===== src/hdl/anr_pkg.sv =====
// Shared types and constants for the nearest-neighbor audio resampler.
// No dependencies; imported by anr_ctrl, anr_datapath and the top level.
package anr_pkg;

    localparam int unsigned MaxResults = 40;   // results allowed per input transfer
    localparam int unsigned NresW      = 6;    // width of the per-item result counter
    localparam int unsigned CfgIdxW    = 3;
    localparam int unsigned CfgDataW   = 24;

    localparam logic [CfgIdxW-1:0] CfgChannels      = 3'd0;
    localparam logic [CfgIdxW-1:0] CfgWideSamples   = 3'd1;
    localparam logic [CfgIdxW-1:0] CfgStepFixed     = 3'd2;
    localparam logic [CfgIdxW-1:0] CfgSourceSamples = 3'd3;
    localparam logic [CfgIdxW-1:0] CfgOutputFrames  = 3'd4;

    localparam logic [11:0] MinStep = 12'd32;

    // controller -> datapath
    typedef struct packed {
        logic load;    // latch new source sample
        logic emit;    // write one result into the output register
        logic commit;  // close out the current source sample
    } t_cmd;

    // datapath -> controller
    typedef struct packed {
        logic cont;       // another frame may be emitted now
        logic slot_free;  // output register can take a result this cycle
        logic last_ch;    // current channel is the last of its frame
    } t_status;

endpackage


===== src/hdl/anr_ctrl.sv =====
// Sequencer for the resampler: steps frame checks and per-channel emits.
// Depends on anr_pkg (t_cmd, t_status).
module anr_ctrl (
    input  logic              i_clk,
    input  logic              i_rst_n,
    input  logic              i_in_valid,
    output logic              o_in_stall,
    input  anr_pkg::t_status  i_status,
    output anr_pkg::t_cmd     o_cmd
);
    import anr_pkg::*;

    localparam logic [1:0] S_IDLE  = 2'd0;
    localparam logic [1:0] S_CHECK = 2'd1;
    localparam logic [1:0] S_EMIT  = 2'd2;

    logic [1:0] r_state;
    logic [1:0] n_state;

    always_ff @(posedge i_clk) begin
        if (!i_rst_n) begin
            r_state <= S_IDLE;
        end else begin
            r_state <= n_state;
        end
    end

    assign o_in_stall = (r_state != S_IDLE);

    always_comb begin
        n_state = r_state;
        o_cmd   = '0;
        case (r_state)
            S_IDLE: begin
                if (i_in_valid) begin
                    o_cmd.load = 1'b1;
                    n_state    = S_CHECK;
                end
            end
            S_CHECK: begin
                if (i_status.cont) begin
                    n_state = S_EMIT;
                end else begin
                    o_cmd.commit = 1'b1;
                    n_state      = S_IDLE;
                end
            end
            S_EMIT: begin
                if (i_status.slot_free) begin
                    o_cmd.emit = 1'b1;
                    if (i_status.last_ch) begin
                        n_state = S_CHECK;
                    end
                end
            end
            default: begin
                n_state = S_IDLE;
            end
        endcase
    end

endmodule


===== src/hdl/anr_datapath.sv =====
// Resampler datapath: config registers, position accumulator, counters,
// sample conversion and the output register. Depends on anr_pkg.
module anr_datapath (
    input  logic                                i_clk,
    input  logic                                i_rst_n,
    input  logic                                i_cfg_we,
    input  logic [anr_pkg::CfgIdxW-1:0]         i_cfg_index,
    input  logic [anr_pkg::CfgDataW-1:0]        i_cfg_data,
    input  logic [15:0]                         i_sample_in,
    input  anr_pkg::t_cmd                       i_cmd,
    output anr_pkg::t_status                    o_status,
    input  logic                                i_out_stall,
    output logic                                o_out_valid,
    output logic signed [15:0]                  o_sample_out,
    output logic                                o_channel_index,
    output logic                                o_last_output
);
    import anr_pkg::*;

    // configuration
    logic [1:0]  r_channels;
    logic        r_wide;
    logic [11:0] r_step;
    logic [23:0] r_src;
    logic [23:0] r_frames;

    // sound state
    logic [23:0] r_recv;
    logic [23:0] r_frame;
    logic [35:0] r_acc;
    logic [15:0] r_prev;
    logic        r_fin;

    // per-item state
    logic [15:0]       r_cur;
    logic              r_final;
    logic [NresW-1:0]  r_nres;
    logic              r_j;

    // output register
    logic              r_ov;
    logic [15:0]       r_osample;
    logic              r_och;
    logic              r_olast;

    logic              two;
    logic [11:0]       step_eff;
    logic [23:0]       last_idx;
    logic [27:0]       pos;
    logic [28:0]       hi;
    logic [28:0]       hi_cl;
    logic [28:0]       idx;
    logic [28:0]       idx_cl;
    logic [NresW:0]    nres_next;
    logic              frame_owed;
    logic              is_last_frame;
    logic [15:0]       conv;
    logic [15:0]       emit_val;

    assign two      = r_channels[1];
    assign step_eff = (r_step < MinStep) ? MinStep : r_step;
    assign last_idx = (r_src == 24'd0) ? 24'd0 : r_src - 24'd1;
    assign pos      = r_acc[35:8];

    // highest source index this frame needs, clamped
    assign hi    = {1'b0, pos} + {28'd0, two};
    assign hi_cl = (hi > {5'd0, last_idx}) ? {5'd0, last_idx} : hi;

    assign idx    = {1'b0, pos} + {28'd0, r_j};
    assign idx_cl = (idx > {5'd0, last_idx}) ? {5'd0, last_idx} : idx;

    assign nres_next     = {1'b0, r_nres} + (two ? 7'd2 : 7'd1);
    assign frame_owed    = (r_frame < r_frames);
    assign is_last_frame = ({1'b0, r_frame} + 25'd1 == {1'b0, r_frames});

    assign o_status.cont = frame_owed
                         && (nres_next <= 7'(MaxResults))
                         && (r_fin || r_final || (hi_cl <= {5'd0, r_recv}));
    assign o_status.slot_free = !r_ov || !i_out_stall;
    assign o_status.last_ch   = !two || r_j;

    // 8-bit samples: recenter and move to the top byte
    assign conv = r_wide ? i_sample_in : {i_sample_in[7:0] ^ 8'h80, 8'h00};

    assign emit_val = r_fin ? r_prev
                    : ((idx_cl >= {5'd0, r_recv}) ? r_cur : r_prev);

    always_ff @(posedge i_clk) begin
        if (!i_rst_n) begin
            r_channels <= 2'd1;
            r_wide     <= 1'b1;
            r_step     <= 12'd256;
            r_src      <= 24'd1;
            r_frames   <= 24'd0;
        end else if (i_cfg_we) begin
            case (i_cfg_index)
                CfgChannels:      r_channels <= i_cfg_data[1:0];
                CfgWideSamples:   r_wide     <= i_cfg_data[0];
                CfgStepFixed:     r_step     <= i_cfg_data[11:0];
                CfgSourceSamples: r_src      <= i_cfg_data;
                CfgOutputFrames:  r_frames   <= i_cfg_data;
                default: ;
            endcase
        end
    end

    always_ff @(posedge i_clk) begin
        if (!i_rst_n) begin
            r_recv  <= '0;
            r_frame <= '0;
            r_acc   <= '0;
            r_prev  <= '0;
            r_fin   <= 1'b0;
            r_final <= 1'b0;
            r_nres  <= '0;
            r_j     <= 1'b0;
            r_ov    <= 1'b0;
        end else begin
            if (i_cmd.load) begin
                r_final <= (r_recv >= last_idx);
                r_nres  <= '0;
                r_j     <= 1'b0;
            end
            if (i_cmd.emit) begin
                r_nres <= r_nres + NresW'(1);
                if (!two || r_j) begin
                    r_j     <= 1'b0;
                    r_frame <= r_frame + 24'd1;
                    r_acc   <= r_acc + {24'd0, step_eff};
                end else begin
                    r_j <= 1'b1;
                end
            end
            if (i_cmd.commit && !r_fin) begin
                r_prev <= r_cur;
                r_recv <= r_recv + 24'd1;
                r_fin  <= r_final;
            end
            if (i_cmd.emit) begin
                r_ov <= 1'b1;
            end else if (r_ov && !i_out_stall) begin
                r_ov <= 1'b0;
            end
        end
    end

    always_ff @(posedge i_clk) begin
        if (i_cmd.load) begin
            r_cur <= conv;
        end
        if (i_cmd.emit) begin
            r_osample <= emit_val;
            r_och     <= r_j;
            r_olast   <= is_last_frame && (!two || r_j);
        end
    end

    assign o_out_valid     = r_ov;
    assign o_sample_out    = r_osample;
    assign o_channel_index = r_och;
    assign o_last_output   = r_olast;

`ifndef SYNTHESIS
    a_nres_bound: assert property (@(posedge i_clk) disable iff (!i_rst_n)
        r_nres <= NresW'(MaxResults))
        else $error("result count per item above limit");

    a_emit_slot: assert property (@(posedge i_clk) disable iff (!i_rst_n)
        i_cmd.emit |-> (!r_ov || !i_out_stall))
        else $error("emit into an occupied output register");

    a_fin_sticky: assert property (@(posedge i_clk) disable iff (!i_rst_n)
        r_fin |=> r_fin)
        else $error("finished flag dropped without reset");

    a_second_ch: assert property (@(posedge i_clk) disable iff (!i_rst_n)
        r_j |-> two)
        else $error("second channel selected in mono mode");
`endif

endmodule


===== src/hdl/audio_nearest_resampler_top.sv =====
// Top level of the nearest-neighbor audio resampler.
// Depends on anr_pkg, anr_ctrl and anr_datapath.
//
// Usage:
//   Input channel (i_in_valid / o_in_stall / i_sample_in): one interleaved
//   source sample per transfer, 16-bit signed or 8-bit unsigned in the low byte.
//   Output channel (o_out_valid / i_out_stall / o_sample_out, o_channel_index,
//   o_last_output): one 16-bit signed resampled sample per transfer.
//   Config port (i_cfg_we / i_cfg_index / i_cfg_data): register writes take
//   effect at the clock edge; write only while the block is idle.
// Sequence:
//   An input transfer is accepted, then each owed frame gets one check step
//   and one emit per channel (an emit waits while the output register is
//   full and i_out_stall is high), then a final check closes the item out.
//   Results are limited to 40 per input transfer. A new input transfer is
//   taken only once the item has closed out. o_out_valid rises after the
//   first emit has written the output register.
// Reset (synchronous, active low): counters, accumulator and the finished flag
//   clear; config returns to mono, wide samples, step 256, one source sample,
//   zero output frames.
// Stall: the output register holds its result while i_out_stall is high; the
//   sequencer waits, and o_in_stall stays high until the item's last result has
//   entered the output register and the item has closed out.
module audio_nearest_resampler_top (
    input  logic                          i_clk,
    input  logic                          i_rst_n,
    input  logic                          i_cfg_we,
    input  logic [anr_pkg::CfgIdxW-1:0]   i_cfg_index,
    input  logic [anr_pkg::CfgDataW-1:0]  i_cfg_data,
    input  logic                          i_in_valid,
    output logic                          o_in_stall,
    input  logic [15:0]                   i_sample_in,
    output logic                          o_out_valid,
    input  logic                          i_out_stall,
    output logic signed [15:0]            o_sample_out,
    output logic                          o_channel_index,
    output logic                          o_last_output
);
    import anr_pkg::*;

    t_cmd    cmd;
    t_status status;

    // sequencer: accept, per-frame check, per-channel emit, close out
    anr_ctrl u_ctrl (
        .i_clk      (i_clk),
        .i_rst_n    (i_rst_n),
        .i_in_valid (i_in_valid),
        .o_in_stall (o_in_stall),
        .i_status   (status),
        .o_cmd      (cmd)
    );

    // accumulator, counters, sample conversion, output register
    anr_datapath u_datapath (
        .i_clk           (i_clk),
        .i_rst_n         (i_rst_n),
        .i_cfg_we        (i_cfg_we),
        .i_cfg_index     (i_cfg_index),
        .i_cfg_data      (i_cfg_data),
        .i_sample_in     (i_sample_in),
        .i_cmd           (cmd),
        .o_status        (status),
        .i_out_stall     (i_out_stall),
        .o_out_valid     (o_out_valid),
        .o_sample_out    (o_sample_out),
        .o_channel_index (o_channel_index),
        .o_last_output   (o_last_output)
    );

endmodule


===== config.mk =====
export PLATFORM = sky130hd
export DESIGN_NAME = audio_nearest_resampler_top
export DESIGN_NICKNAME = d
export VERILOG_FILES = /design/src/hdl/anr_pkg.sv /design/src/hdl/anr_ctrl.sv /design/src/hdl/anr_datapath.sv /design/src/hdl/audio_nearest_resampler_top.sv
export SDC_FILE = /design/constraint.sdc
export NUM_CORES = 1
export LEC_CHECK = 0
export ABC_AREA = 1
export BUFFER_PORTS_ARGS = -buffer_cell sky130_fd_sc_hd__clkbuf_2
export CAP_MARGIN = 0
export CORE_MARGIN = 2
export CORE_UTILIZATION = 31
export DETAILED_ROUTE_END_ITERATION = 8
export PLACE_DENSITY = 0.53
export SETUP_SLACK_MARGIN = 0.05
export SLEW_MARGIN = 20
export SYNTH_ARGS = -nofsm -noshare
export SYNTH_HDL_FRONTEND = slang
export SYNTH_SLANG_ARGS = --single-unit

===== constraint.sdc =====
create_clock -name i_clk -period 5.2 [get_ports i_clk]
set_input_delay 0.52 -clock i_clk [delete_from_list [all_inputs] [get_ports i_clk]]
set_output_delay 0.52 -clock i_clk [all_outputs]
set_load 0.02 [all_outputs]

## After elaboration in Yosys (flattened, before gate mapping)

Cells that the tools add are included.

| storage, ports and cells | value |
|---|---|
| register bits | 209 |
| input bits | 48 |
| output and inout port bits | 20 |
| word-level logic and storage cells | 100 |

| cells by class | value |
|---|---|
| $add $sub $neg | 9 |
| order comparisons | 8 |
| eq/ne operators | 10 |
| multiplexer cells | 26 |
| bitwise logic cells | 1 |
| reductions and logical operators | 26 |

Operators with widths:

| cell | number |
|---|---|
| 28-bit by 1-bit adder with 29-bit output | 2 |
| 29-bit by 24-bit greater-than comparator with 1-bit output | 2 |
| 29-bit 2-to-1 mux | 2 |
| 24-bit by 1-bit adder with 24-bit output, second input constant | 2 |
| 16-bit 2-to-1 mux | 3 |
| 36-bit by 12-bit adder with 36-bit output | 1 |
| 29-bit by 24-bit >= comparator with 1-bit output | 1 |
| 29-bit by 24-bit less-or-equal comparator with 1-bit output | 1 |
| 24-bit by 1-bit adder with 25-bit output, second input constant | 1 |
| 25-bit by 24-bit equality test with 1-bit output | 1 |
| 24-bit >= comparator | 1 |
| 24-bit zero test | 1 |
| 24-bit < comparator | 1 |
| 24-bit 2-to-1 mux | 1 |
| 24-bit by 1-bit subtractor with 24-bit output, second input constant | 1 |
| 12-bit by 6-bit < comparator with 1-bit output, second input constant | 1 |
| 12-bit 2-to-1 mux | 1 |
| 6-bit 2-to-1 mux | 2 |
| 2-bit AND reduction | 6 |
| 1-bit 2-to-1 mux | 11 |
| 2-bit 2-to-1 mux | 5 |
| 6-bit by 7-bit adder with 7-bit output | 1 |
| 7-bit by 6-bit less-or-equal comparator with 1-bit output, second input constant | 1 |
| 6-bit by 1-bit adder with 6-bit output, second input constant | 1 |
| 15 further kinds | 30 |

## Logic depth before layout (Yosys ltp)

Gate-level depths: netlist (run 1).

| depth | value |
|---|---|
| depth after elaboration | 10 |
| gate-level depth with buffers | 37 |
| mapped depth without buffers | 35 |

## Cells and area by module

From an unflattened synthesis (run 1), not the netlist that was laid out.

| unflattened totals | value |
|---|---|
| cell total of the unflattened synthesis | 2313 |
| area total of the unflattened synthesis | 15864.0 um^2 |

By module, submodules not included:

| module | instances | cells an instance | area an instance (um^2) | seq. area each (um^2) |
|---|---|---|---|---|
| anr_datapath | 1 | 2293 | 15750.1 | 4464.3 |
| anr_ctrl | 1 | 20 | 113.9 | 40.0 |

## Worst setup path after synthesis (run 1)

OpenSTA, ideal clock, no wires.

| timing path | value |
|---|---|
| kind | register -> register |
| start | register u_datapath.r_src[0] |
| end | register u_datapath.r_osample[10], in the netlist u_datapath.o_sample_out[10] (data pin) |
| library setup time | 0.132 ns |
| arrival | 4.827 ns |
| data required time | 5.068 ns |
| slack | 0.242 ns |
| stages on the path, launching flop included | 31 |
| buffers on the path | 2 |
| period minus slack after synthesis | 4.958 ns |
| cell sequence | dfxtp_1 -> inv_1 -> ha_1 -> nand2_1 -> nor3_2 -> nand2_1 -> nor3_1 -> nand2_1 -> xor2_1 -> nor2_1 -> inv_1 -> ha_1 -> nand4_1 -> nor2_1 -> inv_1 -> nor4_4 -> nand3b_4 -> buf_2 -> nand3_1 -> nand2_1 -> ha_1 -> a21oi_1 -> o21ai_0 -> nand2_1 -> o211ai_1 -> a221oi_1 -> nand3_1 -> nand2_1 -> clkbuf_1 -> nand2_1 -> nand2_1 |

| on the way | value |
|---|---|
| cells in the longest elaborated chain, start to end | 7 |
| elaborated cells between the ends (all ways) | 8 |
| classes of those cells | add/sub: 1; order compare: 2; mux: 4; reduce/logical: 1 |

RTL lines:

| what | RTL line | source |
|---|---|---|
| start, declared | anr_datapath.sv:24 | `logic [23:0] r_src;` |
| start signal, assigned | anr_datapath.sv:100 | `CfgSourceSamples: r_src <= i_cfg_data;` |
| 24-bit by 1-bit subtractor with 24-bit output / 24-bit zero test (equally long branches) | anr_datapath.sv:62 | `assign last_idx = (r_src == 24'd0) ? 24'd0 : r_src - 24'd1;` |
| 24-bit 2-to-1 mux (*) | anr_datapath.sv:62 |  |
| 29-bit by 24-bit greater-than comparator with 1-bit output | anr_datapath.sv:70 | `assign idx_cl = (idx > {5'd0, last_idx}) ? {5'd0, last_idx} : idx;` |
| 29-bit 2-to-1 mux (*) | anr_datapath.sv:70 |  |
| 29-bit by 24-bit >= comparator with 1-bit output (*) | anr_datapath.sv:86 | `: ((idx_cl >= {5'd0, r_recv}) ? r_cur : r_prev);` |
| 16-bit 2-to-1 mux (*) | anr_datapath.sv:86 |  |
| 16-bit 2-to-1 mux (*) | anr_datapath.sv:85 | `assign emit_val = r_fin ? r_prev` |
| via u_datapath.emit_val[10] | anr_datapath.sv:58 | `logic [15:0] emit_val;` |
| end signal, assigned | anr_datapath.sv:152 | `r_osample <= emit_val;` |
| end, declared | anr_datapath.sv:42 | `logic [15:0] r_osample;` |

The timed path passes the listed nets; every way through them passes the cells marked *.
A chain may end at the register's enable or synchronous reset.

## Final worst setup path (run 1)

| timing path | value |
|---|---|
| start | register u_datapath.r_src[1] |
| end | register u_datapath.r_osample[6], in the netlist u_datapath.o_sample_out[6] (data pin) |

The elaborated chain is that of the path after synthesis.

==> results of run 1 <==
cell usage in the layout (no fill, tap or decap), types with 11 or more instances in the layout:
master and instances:
edfxtp_1 34, nor2_1 197, buf_4 149, buf_12 11, nor2_4 11, nor2_2 23, inv_1 256, nand2_4 14
nand2_1 421, nand2_2 46, nor3_1 40, clkbuf_16 37, xor2_1 120, clkbuf_2 66, nand4_1 43, nor4_1 12
dfxtp_1 168, nand3_1 161, o21ai_0 140, ha_1 134, a21oi_1 200, a21oi_2 16, inv_2 15, ha_4 30
nand3_2 15
layout make-up:
class,instances,area [um2],share of cell area
well taps,672,841,0.0412
multi-input cells,1733,11100,0.543
repair buffers,248,2080,0.102
inverters,274,1030,0.0506
clock inverters,11,141,0.00693
clock buffers,33,726,0.0356
flip-flops and latches,208,4510,0.221
per-stage QoR:
stage | instances | worst slack, ps | hold slack (ps) | instance area [um2] | utilization
2_1_floorplan | 2292 | 242 | 427 | 15800 | -
6_report | 3179 | -78.1 | 263 | 20400 | 0.406
4_1_cts | 3143 | 35.6 | 243 | 18800 | 0.374
5_1_grt | 3179 | -336 | 274 | 20400 | 0.406
3_5_place_dp | 3095 | -451 | 443 | 17800 | 0.354
3_3_place_gp | 3095 | -398 | 444 | 17800 | 0.354
per-layer routing:
layer / global-route usage / up-vias / wire (um)
met2: 0.340 / 357 / 26200
met4: 0.0567 / 0 / 1520
li1: - / 8030 / -
met5: 0 / - / 0
met1: 0.255 / 7354 / 25100
met3: 0.0201 / 71 / 2320
final timing paths:
path                               start                    endpoint  slack, ps  cells after the start
setup / recovery     u_datapath.r_src[1]  u_datapath.o_sample_out[6]        -80                     34
hold / removal            i_cfg_index[1]           u_datapath.r_wide        260                      2
hold reg to reg   u_datapath.r_frames[0]      u_datapath.r_frames[0]        460                      2
setup reg to reg     u_datapath.r_src[1]  u_datapath.o_sample_out[6]        -80                     34
sequential cells by signal (all words and copies together), names as in the netlist:
| register | flops |
|---|---|
| u_datapath.o_channel_index | 1 |
| u_datapath.r_final | 1 |
| u_datapath.r_frame | 24 |
| u_datapath.r_cur | 16 |
| u_datapath.r_acc | 36 |
| u_datapath.r_step | 12 |
| u_datapath.r_prev | 16 |
| u_ctrl.r_state | 2 |
| u_datapath.o_last_output | 1 |
| u_datapath.o_out_valid | 1 |
| u_datapath.r_src | 24 |
| u_datapath.r_j | 1 |
| u_datapath.r_frames | 24 |
| u_datapath.r_wide | 1 |
| u_datapath.r_nres | 6 |
| u_datapath.r_channels | 1 |
| u_datapath.o_sample_out | 16 |
| u_datapath.r_fin | 1 |
| u_datapath.r_recv | 24 |
timing repair:
action | in CTS | in global routing
endpoints found under the setup margin | 58 | 58
pin swaps | 8 | 81
setup buffers | 4 | 20
gates cloned | 0 | 16
gates resized for setup | 30 | 223
power breakdown:
group / leakage (nW) / total, mW / internal, mW / switching (mW)
registers: 1.73 / 2.19 / 1.95 / 0.236
clock network: 0.434 / 1.84 / 1.13 / 0.718
logic: 7.10 / 5.11 / 2.26 / 2.85
kinds of logic (layout without fill, tap and decap cells):
logic type / after synthesis / count (layout) / synth area share
buffers and inverters: 352 / 566 / 0.0868
AND/OR/NAND/NOR: 1020 / 1021 / 0.281
adder cells (fa/ha/maj): 167 / 167 / 0.133
XOR/XNOR: 133 / 133 / 0.0737
flip-flops: 208 / 208 / 0.285
multiplexers: 7 / 7 / 0.00499
AO/OA/AOI/OAI: 405 / 405 / 0.135
==> flow_metrics.tcl, run 1 <==
set metrics [dict create \
    cts_tree "built" \
    powerDensity_mw_per_mm2 448 \
    post-synth-top-count-cell "nand2_1" \
    tns_ps -2310 \
    place.port_buffers 67 \
    crit_family "simple AND/OR/NAND/NOR gates" \
    post_drt_wl_per_cell_um 17.3 \
    power_mw 9.14 \
    cpPeakStageDelay_ps 330 \
    synth-edff-count 34 \
    drive_gt1_frac 0.208 \
    fp.dieH_um 230 \
    nNetsFinal 2705 \
    synthTopCellsByArea "dfxtp_1, ha_1, nand2_1" \
    io_pins 68 \
    grt_max_degree 90 \
    ant_nets 0 \
    drtIter0Drc 987 \
    cts.sinks 208 \
    vdd_drop_max_v 0.000591 \
    synth.cell_area_mm2 0.0158 \
    antenna_found_initial 0 \
    synthTopCellsByCount "nand2_1, inv_1, nor2_1" \
    drtPass1Iterations 5 \
    cp_slowest_cell "dfxtp_2" \
    ys_seq_area_frac 0.285 \
    drc 0 \
    synthFlopType "dfxtp_1" \
    final_hold_viol_count 0 \
    rows 82 \
    holdBufCountCts 0 \
    overflow 0 \
    synth_top_area_share 0.220 \
    diodes 0 \
    ys_ff_latch 208 \
    clockBufferDepth 3 \
    drt-total-wl_um 55100 \
    skew_ps 37.7 \
    core-area_mm2 0.0503 \
    numCtsBuffers 25 \
    n_fill_cell 5268 \
    ys_async_sr_fraction 0 \
    synth_fp_nets 2507 \
    grt_pass1_vias 15100 \
    via_per_inst 4.97 \
    timing.final.max_slew_violations 0 \
    synth_cell_types 54 \
    crit_path_frequent_cell "nand2_2" \
    htree_levels 1 \
    setup_viol 54 \
    violations "setup timing" \
    period_needed_ps 5280 \
    slew_headroom 0.335 \
    grt_pass1_wl_um 82400 \
    hpwl_um 41400 \
    rsz0062_at_grt "yes" \
    cp-start-kind "register" \
    status "complete, but fails checks" \
    final_min_period_over_clock_period 1.02 \
    crit_fanout 8 \
    worstSkewPairLatency_ps 550 \
    syn_area_per_cell_um2 6.89 \
    cts-root-buf "clkbuf_16" \
    die_w_um 230 \
    syn2layout_area_growth_pct 29.1 \
    gp_congestion 0.957 \
    crit_buf_inv 7 \
    yosys_warnings 0 \
    die_area_mm2 0.0528 \
    cts.clk_slew.worst_paths_ps 60 \
    fin_ws_ps -78.1 \
    hp-class "in2reg" \
    grt_usage 0.195 \
    critPathRequiredTime_ps 5470 \
    num_vias 15800 \
    worstMarginPinSlew_ps 997 \
    syn-instance-count 2292 \
    start_util 0.314 \
    yosysTopAreaCell "dfxtp_1" \
    end_kind "register" \
    crit_type "reg2reg" \
    fmax_mhz 189 \
    leakagePower_nw 9.26 \
    arrival_ps 5550 \
    drv_cap 0 \
]
No activity file was read; power rests on OpenSTA's default activity.
==> inputs of run 2 (changes only) <==
CELL_PAD_IN_SITES_DETAIL_PLACEMENT = 1   (was unset)
CELL_PAD_IN_SITES_GLOBAL_PLACEMENT = 2   (was unset)
PLACE_DENSITY = 0.8   (was 0.53)
==> flow_metrics.tcl, run 2 (synthesis gave the netlist of run 1 again) <==
set metrics [dict create \
    core-area_mm2 0.0503 \
    fp.dieH_um 230 \
    internal_power_mw 5.31 \
    switching_share 0.451 \
    diodes 0 \
    vdd_drop_max_v 0.000601 \
    cts_tree "built" \
    slew_headroom 0.330 \
    r2r-end "u_datapath.o_sample_out[11]" \
    placed_area_mm2 0.0181 \
    die_area_mm2 0.0528 \
    holdPathStages 3 \
    rows 82 \
    ant_nets 0 \
    power_frac_clock 0.187 \
    hold_path_end "u_datapath.r_cur[7]" \
    holdBufCountCts 0 \
    leakagePower_nw 9.83 \
    final_min_period_over_clock_period 1.02 \
    worstHoldStart "i_sample_in[7]" \
    drtIter0Drc 861 \
    rrSetupSlack_ps -110 \
    hpwl_um 46800 \
    hp-class "in2reg" \
    p_sw_mw 4.36 \
    violations "setup timing" \
    cts-root-buf "clkbuf_16" \
    drive_gt1_frac 0.296 \
    crit_path_frequent_cell "buf_4" \
    num_vias 17000 \
    crit_type "reg2reg" \
    start_util 0.314 \
    end_kind "register" \
    timing.final.max_slew_violations 0 \
    hold_slack_ps 235 \
    final_hold_viol_count 0 \
    cpPeakStageDelay_ps 410 \
    drt-total-wl_um 66300 \
    grt_usage 0.227 \
    critPathRequiredTime_ps 5510 \
    cts.clk_slew.worst_paths_ps 60 \
    status "complete, but fails checks" \
    die_w_um 230 \
    worstSkewPairLatency_ps 570 \
    grt_max_degree 84 \
    io_pins 68 \
    drv_cap 0 \
    layout.cells.non_filler 3266 \
    place.port_buffers 67 \
    nNetsFinal 2790 \
    period_needed_ps 5310 \
    htree_levels 1 \
    crit_fanout 7 \
    via_per_inst 5.20 \
    worstMarginPinSlew_ps 995 \
    p_seq_frac 0.230 \
    final_cell_mix "nand2_1, inv_1, buf_4" \
    fin_ws_ps -113 \
    setup_viol 55 \
    drtPass1Iterations 5 \
    gp_congestion 0.937 \
    cp_slowest_cell "dfxtp_1" \
    overflow 0 \
    powerDensity_mw_per_mm2 438 \
    clockBufferDepth 3 \
    arrival_ps 5630 \
    r2r-start "u_datapath.r_src[9]" \
    power_mw 9.67 \
    largest_reg_flops 36 \
    numCtsBuffers 26 \
    top_register "u_datapath.r_acc" \
    final_common_cell "nand2_1" \
    p_comb_frac 0.583 \
    ff2ff_path_depth 33 \
    dp_cells 3141 \
    cp-start-kind "register" \
    post_drt_wl_per_cell_um 20.3 \
    rsz0062_at_grt "yes" \
    finalInstanceArea_mm2 0.0221 \
    drc 0 \
    cts.sinks 208 \
    grt_pass1_vias 17300 \
    grt_pass1_wl_um 95400 \
    skew_ps 29.1 \
    fmax_mhz 188 \
    antenna_found_initial 0 \
    syn2layout_area_growth_pct 39.8 \
]
-- run 2: changes by cell type in the layout (fill, tap and decap cells not counted), sizes merged --
cell | before | now
buf | 170 | 252
bufinv | 3 | 2
clkbuf | 111 | 107
clkinv | 9 | 13
clkinvlp | 1 | 4
nand2 | 484 | 487
-- run 2: layer usage --
layer  GRT usage  vias up  part of all wire
met3      0.0184      118             0.031
met5           0        -                 0
met1       0.286     8348              0.43
li1            -     8200                 -
met2       0.410      301              0.50
met4      0.0667        0             0.034
-- run 2: final cells by class --
class | instances | area (um2)
Clock buffer | 30 | 686
Clock inverter | 17 | 156
Fill cell | 6214 | 28200
Inverter | 274 | 1040
Multi-Input combinational cell | 1736 | 12100
Sequential cell | 208 | 4520
Tap cell | 672 | 841
Timing Repair Buffer | 329 | 2760
-- run 2: per-stage QoR --
stage	setup WS [ps]	utilization	TNS [ps]
2_1_floorplan	242	-	0
5_1_grt	-363	0.439	-16410
6_report	-113	0.439	-2800
3_5_place_dp	-506	0.360	-26140
3_3_place_gp	-386	0.360	-19920
4_1_cts	31.4	0.385	0
-- run 2: critical path, delay by kind of cell (launching register included) --
kind | cells | cell delay (ps)
simple gates | 18 | 2360
compound gates | 1 | 270
fa+ha+maj | 1 | 300
flops | 1 | 410
buf+inv | 13 | 1710
-- run 2: how the worst max path moves through the flow --
stage | startpoint | end | slack, ps | depth (start not counted)
final | u_datapath.r_src[9] | u_datapath.o_sample_out[11] | -110 | 33
after global routing | u_datapath.r_src[1] | u_datapath.o_sample_out[11] | -360 | 36
after CTS | u_datapath.r_src[1] | u_datapath.r_prev[3] | 30 | 35
after detailed placement | u_datapath.r_src[6] | u_datapath.o_sample_out[8] | -510 | 32
after global placement | u_datapath.r_src[6] | u_datapath.o_sample_out[8] | -390 | 32
after floorplan | u_datapath.r_src[0] | u_datapath.o_sample_out[10] | 240 | 30
-- run 2: power by group through the flow --
stage / sequential (mW) / combinational [mW] / clock [mW]
2_1_floorplan: 2.18 / 2.08 / 0
3_3_place_gp: 2.20 / 3.38 / 0
3_5_place_dp: 2.21 / 3.50 / 0
4_1_cts: 2.18 / 3.82 / 1.86
5_1_grt: 2.26 / 5.98 / 1.93
6_report: 2.22 / 5.64 / 1.81
-- run 2: timing repair --
action                     CTS  global route
cloned                       2            20
pin swaps                   15            67
resized for setup           50           442
buffers inserted            18            38
setup endpoints to repair   58            58
